==> config.mk <==
export PLATFORM = sky130hd
export DESIGN_NAME = trd_fifo
export DESIGN_NICKNAME = d
export VERILOG_FILES = /design/src/rtl/core/assert_macros.svh /design/src/rtl/core/trd_pkg.sv /design/src/rtl/core/trd_fifo.sv
export SDC_FILE = /design/constraint.sdc
export NUM_CORES = 1
export LEC_CHECK = 0
export ABC_CLOCK_PERIOD_IN_PS = 7600
export BUFFER_PORTS_ARGS = -buffer_cell sky130_fd_sc_hd__buf_2
export CORE_ASPECT_RATIO = 1.1
export CORE_MARGIN = 2
export CORE_UTILIZATION = 46
export DETAILED_ROUTE_END_ITERATION = 10
export GPL_ROUTABILITY_DRIVEN = 0
export PLACE_DENSITY = 0.76
export SLEW_MARGIN = 25
export SYNTH_ARGS = -nofsm -noshare
export SYNTH_HDL_FRONTEND = slang
export SYNTH_SLANG_ARGS = --single-unit
==> constraint.sdc <==
create_clock -name clk -period 7.6 [get_ports clk]
set_input_delay 0.76 -clock clk [delete_from_list [all_inputs] [get_ports clk]]
set_output_delay 0.76 -clock clk [all_outputs]
set_load 0.02 [all_outputs]
==> src/rtl/core/assert_macros.svh <==
`ifndef ASSERT_MACROS_SVH
`define ASSERT_MACROS_SVH

`ifndef SYNTH
// implication that must hold at every clock edge out of reset
`define TRD_ASSERT(lbl, clk, rst_n, prop, msg) \
    lbl: assert property (@(posedge clk) disable iff (!rst_n) prop) else $error(msg);
// condition that must never be seen
`define TRD_NEVER(lbl, clk, rst_n, cond, msg) \
    lbl: assert property (@(posedge clk) disable iff (!rst_n) !(cond)) else $error(msg);
`else
`define TRD_ASSERT(lbl, clk, rst_n, prop, msg)
`define TRD_NEVER(lbl, clk, rst_n, cond, msg)
`endif

`endif

==> src/rtl/core/trd_pkg.sv <==
package trd_pkg;

    localparam int MAX_K_DEF    = 6;
    localparam int POS_BITS_DEF = 32;
    localparam int CODE_W       = 12;
    localparam int CNT_W        = 32;
    localparam int LEN_W        = 16;
    localparam int KCFG_W       = 3;
    localparam int K_W          = 4;
    localparam int CFG_IDX_W    = 1;
    localparam int FIFO_DEPTH   = 4;
    localparam int FIFO_PTR_W   = 2;
    localparam int FIFO_CNT_W   = 3;

    localparam logic [CFG_IDX_W-1:0] REG_MOTIF_LENGTH   = 1'd0;
    localparam logic [CFG_IDX_W-1:0] REG_MIN_STR_LENGTH = 1'd1;

    localparam logic [KCFG_W-1:0] MOTIF_LENGTH_RST   = 3'd6;
    localparam logic [LEN_W-1:0]  MIN_STR_LENGTH_RST = 16'd12;

    typedef enum logic [2:0] {
        ST_CLEAR,
        ST_IDLE,
        ST_EVAL,
        ST_FLUSH_RD,
        ST_FLUSH,
        ST_PUSH
    } st_t;

    typedef struct packed {
        logic [CNT_W-1:0] strs;
        logic [CNT_W-1:0] units;
        logic [CNT_W-1:0] bases;
        logic [CNT_W-1:0] gaps;
    } totals_t;

    typedef struct packed {
        logic [CNT_W-1:0]  str_start;
        logic [CNT_W-1:0]  unit_count;
        logic [CODE_W-1:0] motif_code;
        logic [CNT_W-1:0]  str_bases;
        logic [CNT_W-1:0]  gap_bases;
        logic              first_for_motif;
        totals_t           tot;
        logic              final_report;
    } res_t;

    function automatic logic [CNT_W-1:0] sat_add32(input logic [CNT_W-1:0] a,
                                                   input logic [CNT_W+4:0] b);
        logic [CNT_W+5:0] s;
        s = {6'd0, a} + {1'b0, b};
        sat_add32 = (s[CNT_W+5:CNT_W] != '0) ? '1 : s[CNT_W-1:0];
    endfunction

endpackage

==> src/rtl/core/trd_fifo.sv <==
module trd_fifo
    import trd_pkg::*;
(
    input  logic clk,
    input  logic rst_n,
    input  logic push_valid,
    input  res_t push_data,
    output logic room2,
    output logic pop_valid,
    input  logic pop_ready,
    output res_t pop_data
);

    res_t                  buf_reg [FIFO_DEPTH];
    logic [FIFO_PTR_W-1:0] wr_ptr_reg;
    logic [FIFO_PTR_W-1:0] rd_ptr_reg;
    logic [FIFO_CNT_W-1:0] count_reg;
    logic                  pop;

    assign pop       = pop_valid && pop_ready;
    assign pop_valid = (count_reg != '0);
    assign pop_data  = buf_reg[rd_ptr_reg];
    assign room2     = (count_reg <= FIFO_CNT_W'(FIFO_DEPTH - 2));

    always_ff @(posedge clk)
    begin
        if (push_valid)
        begin
            buf_reg[wr_ptr_reg] <= push_data;
        end
    end

    always_ff @(posedge clk or negedge rst_n)
    begin
        if (!rst_n)
        begin
            wr_ptr_reg <= '0;
            rd_ptr_reg <= '0;
            count_reg  <= '0;
        end
        else
        begin
            if (push_valid)
            begin
                wr_ptr_reg <= wr_ptr_reg + 1'b1;
            end
            if (pop)
            begin
                rd_ptr_reg <= rd_ptr_reg + 1'b1;
            end
            count_reg <= count_reg + FIFO_CNT_W'(push_valid) - FIFO_CNT_W'(pop);
        end
    end

endmodule
After elaboration in Yosys (flattened, before gate mapping):

Memories as Yosys holds them, arrays and structs flattened.
Cells that the tools add are included.

* $add $sub $neg: 4
* magnitude comparators: 1
* mux-type cells: 2
* reduce and logical (&&, ||, !) cells: 2

Operators by type and width (count)
* $add A2 B1 Y2 const B: 2
* $add A3 B1 Y3: 1
* $le A3 B2 Y1 const B: 1
* $reduce_bool A3 Y1: 1
* $sub A3 B1 Y3: 1
* $mux W1: 2
* $logic_and A1 B1 Y1: 1

* flip-flop bits (word level): 7
* memory bits (writable): 1080
* bits of input ports: 274
* logic and storage cells: 13
* memories: 1

Memory list
* buf_reg: words 4, width 270, read ports 1, clocked after Yosys merged registers in 0, wr ports 1, line trd_fifo.sv:14 `res_t buf_reg [FIFO_DEPTH];`

Logic depth before layout (Yosys ltp):

* depth in word-level cells: 3
* depth in mapped cells: 7

Worst setup path before layout:

Ideal clock, no wire load.

* path type: in2reg
* start point: in push_valid
* end point: mem buf_reg[3][0] (netlist name), enable pin
* arrival time: 6.858 ns
* required time: 6.936 ns
* setup slack: 0.078 ns
* stages on the path: 1
* path buffers: 0
* path through: and2_1

* word-level cells in the longest chain between the ends: 2

RTL lines
* start: declaration: line trd_fifo.sv:6 `input logic push_valid,`
* $mux W1: line trd_fifo.sv:27 `if (push_valid)`
* $mux W1 (not written as such): line trd_fifo.sv:29 `buf_reg[wr_ptr_reg] <= push_data;`
* end: declaration: line trd_fifo.sv:14

Every way passes these cells.

==> summary.md <==
| Metric | Value |
|---|---|
| Status | `finished clean` |
| Relative slew slack | `20.81%` |
| Num rows | `about 110` |
| Drt pass-1 iters | `4` |
| Fmax | `~0.24 GHz` |
| Detail Route Antenna Nets | `0` |
| Post-cts resize count | `0` |
| Critical Path End Type | `primary output` |
| Initial antenna violation count | `26` |
| DR vias | `between 15,000 and 20,000` |
| CP Max Fanout | `94` |
| H-tree Lvls | `3` |
| Port Buf Inserts | `about 550` |
| Most frequent cells after synthesis | `edfxtp_1, mux4_2, buf_2` |
| Vias per cell | `~5.3` |
| HPWL Detailed | `between 40 and 50 mm` |
| Slew Limit Fails | `0` |
| Final WL | `between 70 and 80 mm` |
| FF+latch count, synth | `around 1,100` |
| Number of enable flip-flop cells after synthesis | `roughly 1,100` |
| Netlist Area Pre-Place | `~0.04 sq mm` |
| Die Y | `between 300 and 400 microns` |
| Buffer depth of the longest clock path | `3` |
| Global route overflow | `0` |
| Synthesized instance count | `between 1,000 and 1,500` |
| Number of CTS-inserted buffers | `~110` |
| Final #Nets | `between 2,000 and 2,500` |
| Largest register FFs | `about 1,100` |
| Die area | `0.08773 sq mm` |
| Worst VDD drop | `roughly 330 uV` |
| Most common cell in the synthesized netlist | `edfxtp_1` |
| CTS tree | `done` |
| Required time worst endpoint | `between 6000 and 7000 ps` |
| Area Overhead vs Synth | `18.89%` |
| Crit Path Category | `reg -> out` |
| Power, Total | `0.01889 W` |
| Fin. Hold Viols | `0` |
| First-pass GRT wire length | `113.4 mm` |
| Period utilization | `around 54%` |
| Leak Pwr | `about 16 nW` |
| Synth area leaders | `edfxtp_1, mux4_2, buf_2` |
| Fill cell count | `between 6,000 and 7,000` |
| RR Startpoint | `wr_ptr_reg[0]` |
| Register-to-Register Path Depth | `5` |
| Yosys warns | `0` |
| Crit path launch | `rd_ptr_reg[0]` |
| Endpoints failing setup | `0` |
| Library cells used by synthesis | `20` |
| Syn Area/Cell | `between 20 and 30 sq um` |
| Root Buffer | `clkbuf_16` |
| WL/cell | `around 24 microns` |
| Hold Path Origin | `push_data[268]` |
| Max_cap viols | `0` |
| Initial DRC count | `approximately 1,300` |
| Primary FF master, synth | `edfxtp_1` |
| Clock Sinks | `1,087` |
| Vias in the first global route | `~19,000` |
| Worst hold path depth | `1` |
| Minimum clock period | `4107 ps` |
| Chip width | `around 280 microns` |
| Post-synth net total | `about 1,700` |
| Top-area cell type share of the netlist area | `about 83%` |
| Yosys top cell by area | `edfxtp_1` |
| Clock Skew | `approximately 24 ps` |
| Share of post-route cells with drive strength above 1 | `between 40 and 50%` |
| Asr flop ratio synth | `less than 1%` |
| IO Pins | `~550` |
| PwrDens | `about 400 mW/mm^2` |
| Worst-Skew Late Latency | `670 ps` |
| Residual DRC | `0` |
| Startpoint Class | `flip-flop` |
| Critical path data arrival time | `approximately 3400 ps` |
| Core footprint | `about 0.085 sq mm` |
| Clk slew on worst S/H paths | `70 ps` |
| Tightest Pin Transition | `around 1200 ps` |
| HP Class | `in -> reg` |
| Initial core utilization | `46.40%` |
| Register area share after synthesis | `roughly 83%` |
| GR Util All Layers | `between 10% and 20%` |
| RSZ-0062 raised after global routing | `no` |
| Largest net degree at the start of global routing | `160` |
| Fin Setup TNS | `0 ps` |
## layout by cell type (no fill, tap or decap), types with 4 or more instances in the layout
cell        instances
and2_4              4
buf_12             11
buf_2             545
bufinv_16           4
clkbuf_1           20
clkbuf_16         106
clkinv_1           31
clkinv_2           16
clkinvlp_4          4
dfrtp_1             5
diode_2            12
edfxtp_1         1080
ha_1                7
inv_1               8
inv_6               5
mux4_2            270
## critical path, cell delays in order, from the launching register on
cell and delay (ps):
dfrtp_4 980, buf_12 530, mux4_2 630, buf_2 190
## per-layer routing
layer / GRT usage [%] / wire length, microns / vias to the layer above
met5: 0 / 172 / -
met4: 6.263 / 2302 / 30
met3: 6.442 / 7333 / 167
met2: 28.78 / 39790 / 629
met1: 20.78 / 28050 / 9221
li1: - / - / 7559
## per-stage QoR
step / instance area, sq um / cells / setup slack [ps] / util, % / hold WS (ps)
2_1_floorplan: 39270 / 1447 / 77.97 / - / 464.4
3_3_place_gp: 43330 / 3085 / 4056 / 51.19 / 506.2
3_5_place_dp: 43330 / 3085 / 4056 / 51.19 / 541.0
4_1_cts: 46610 / 3280 / 3309 / 55.07 / 236.3
5_1_grt: 46680 / 3290 / 3221 / 55.15 / 254.4
6_report: 46690 / 3294 / 3493 / 55.17 / 299.4
## report_power, final
group | internal [W] | total, W | switching [W]
clock | 0.00271 | 0.00486 | 0.00215
sequential | 0.00784 | 0.00822 | 0.000375
combinational | 0.00230 | 0.00582 | 0.00352
total | 0.0129 | 0.0189 | 0.00604
## layout make-up
cell class                 instances  area, sq um  area share [%]
clock buffer                     126         2728           5.842
timing repair buffer             561         3028           6.485
multi-input combinational        292         6299           13.49
clock inverter                    68        539.3           1.155
antenna                           12        30.03         0.06431
inverter                           8        30.03         0.06431
sequential                      1087        32610           69.85
tap                             1140         1426           3.055
## final timing paths
check / to / slack [ps]
hold / removal: buf_reg[3][268] / 300
min in group asynchronous: wr_ptr_reg[0] / 520
hold reg to reg: wr_ptr_reg[0] / 550
setup / recovery: pop_data[194] / 3490
max in group asynchronous: rd_ptr_reg[0] / 6890
setup reg to reg: buf_reg[2][188] / 5030
## cells by family (layout without fill, tap and decap cells)
kind of cell	Yosys count	after routing	share of synthesized area, %
flip-flops	1087	1087	83.02
multiplexers	270	270	15.48
buffers and inverters	68	763	0.9653
adder cells (fa/ha/maj)	8	8	0.2740
AND/OR/NAND/NOR	6	6	0.08599
AO/OA/AOI/OAI	4	4	0.07965
XOR/XNOR	4	4	0.08922
other	0	12	0
## what timing repair did
item / 4_1_cts / 5_1_grt
hold endpoints to repair: 7 / 0
buffers inserted: 0 / 0
endpoints found under the setup margin: 0 / 0
hold buffers: 1 / 0
(Power assumes the default switching activity.)
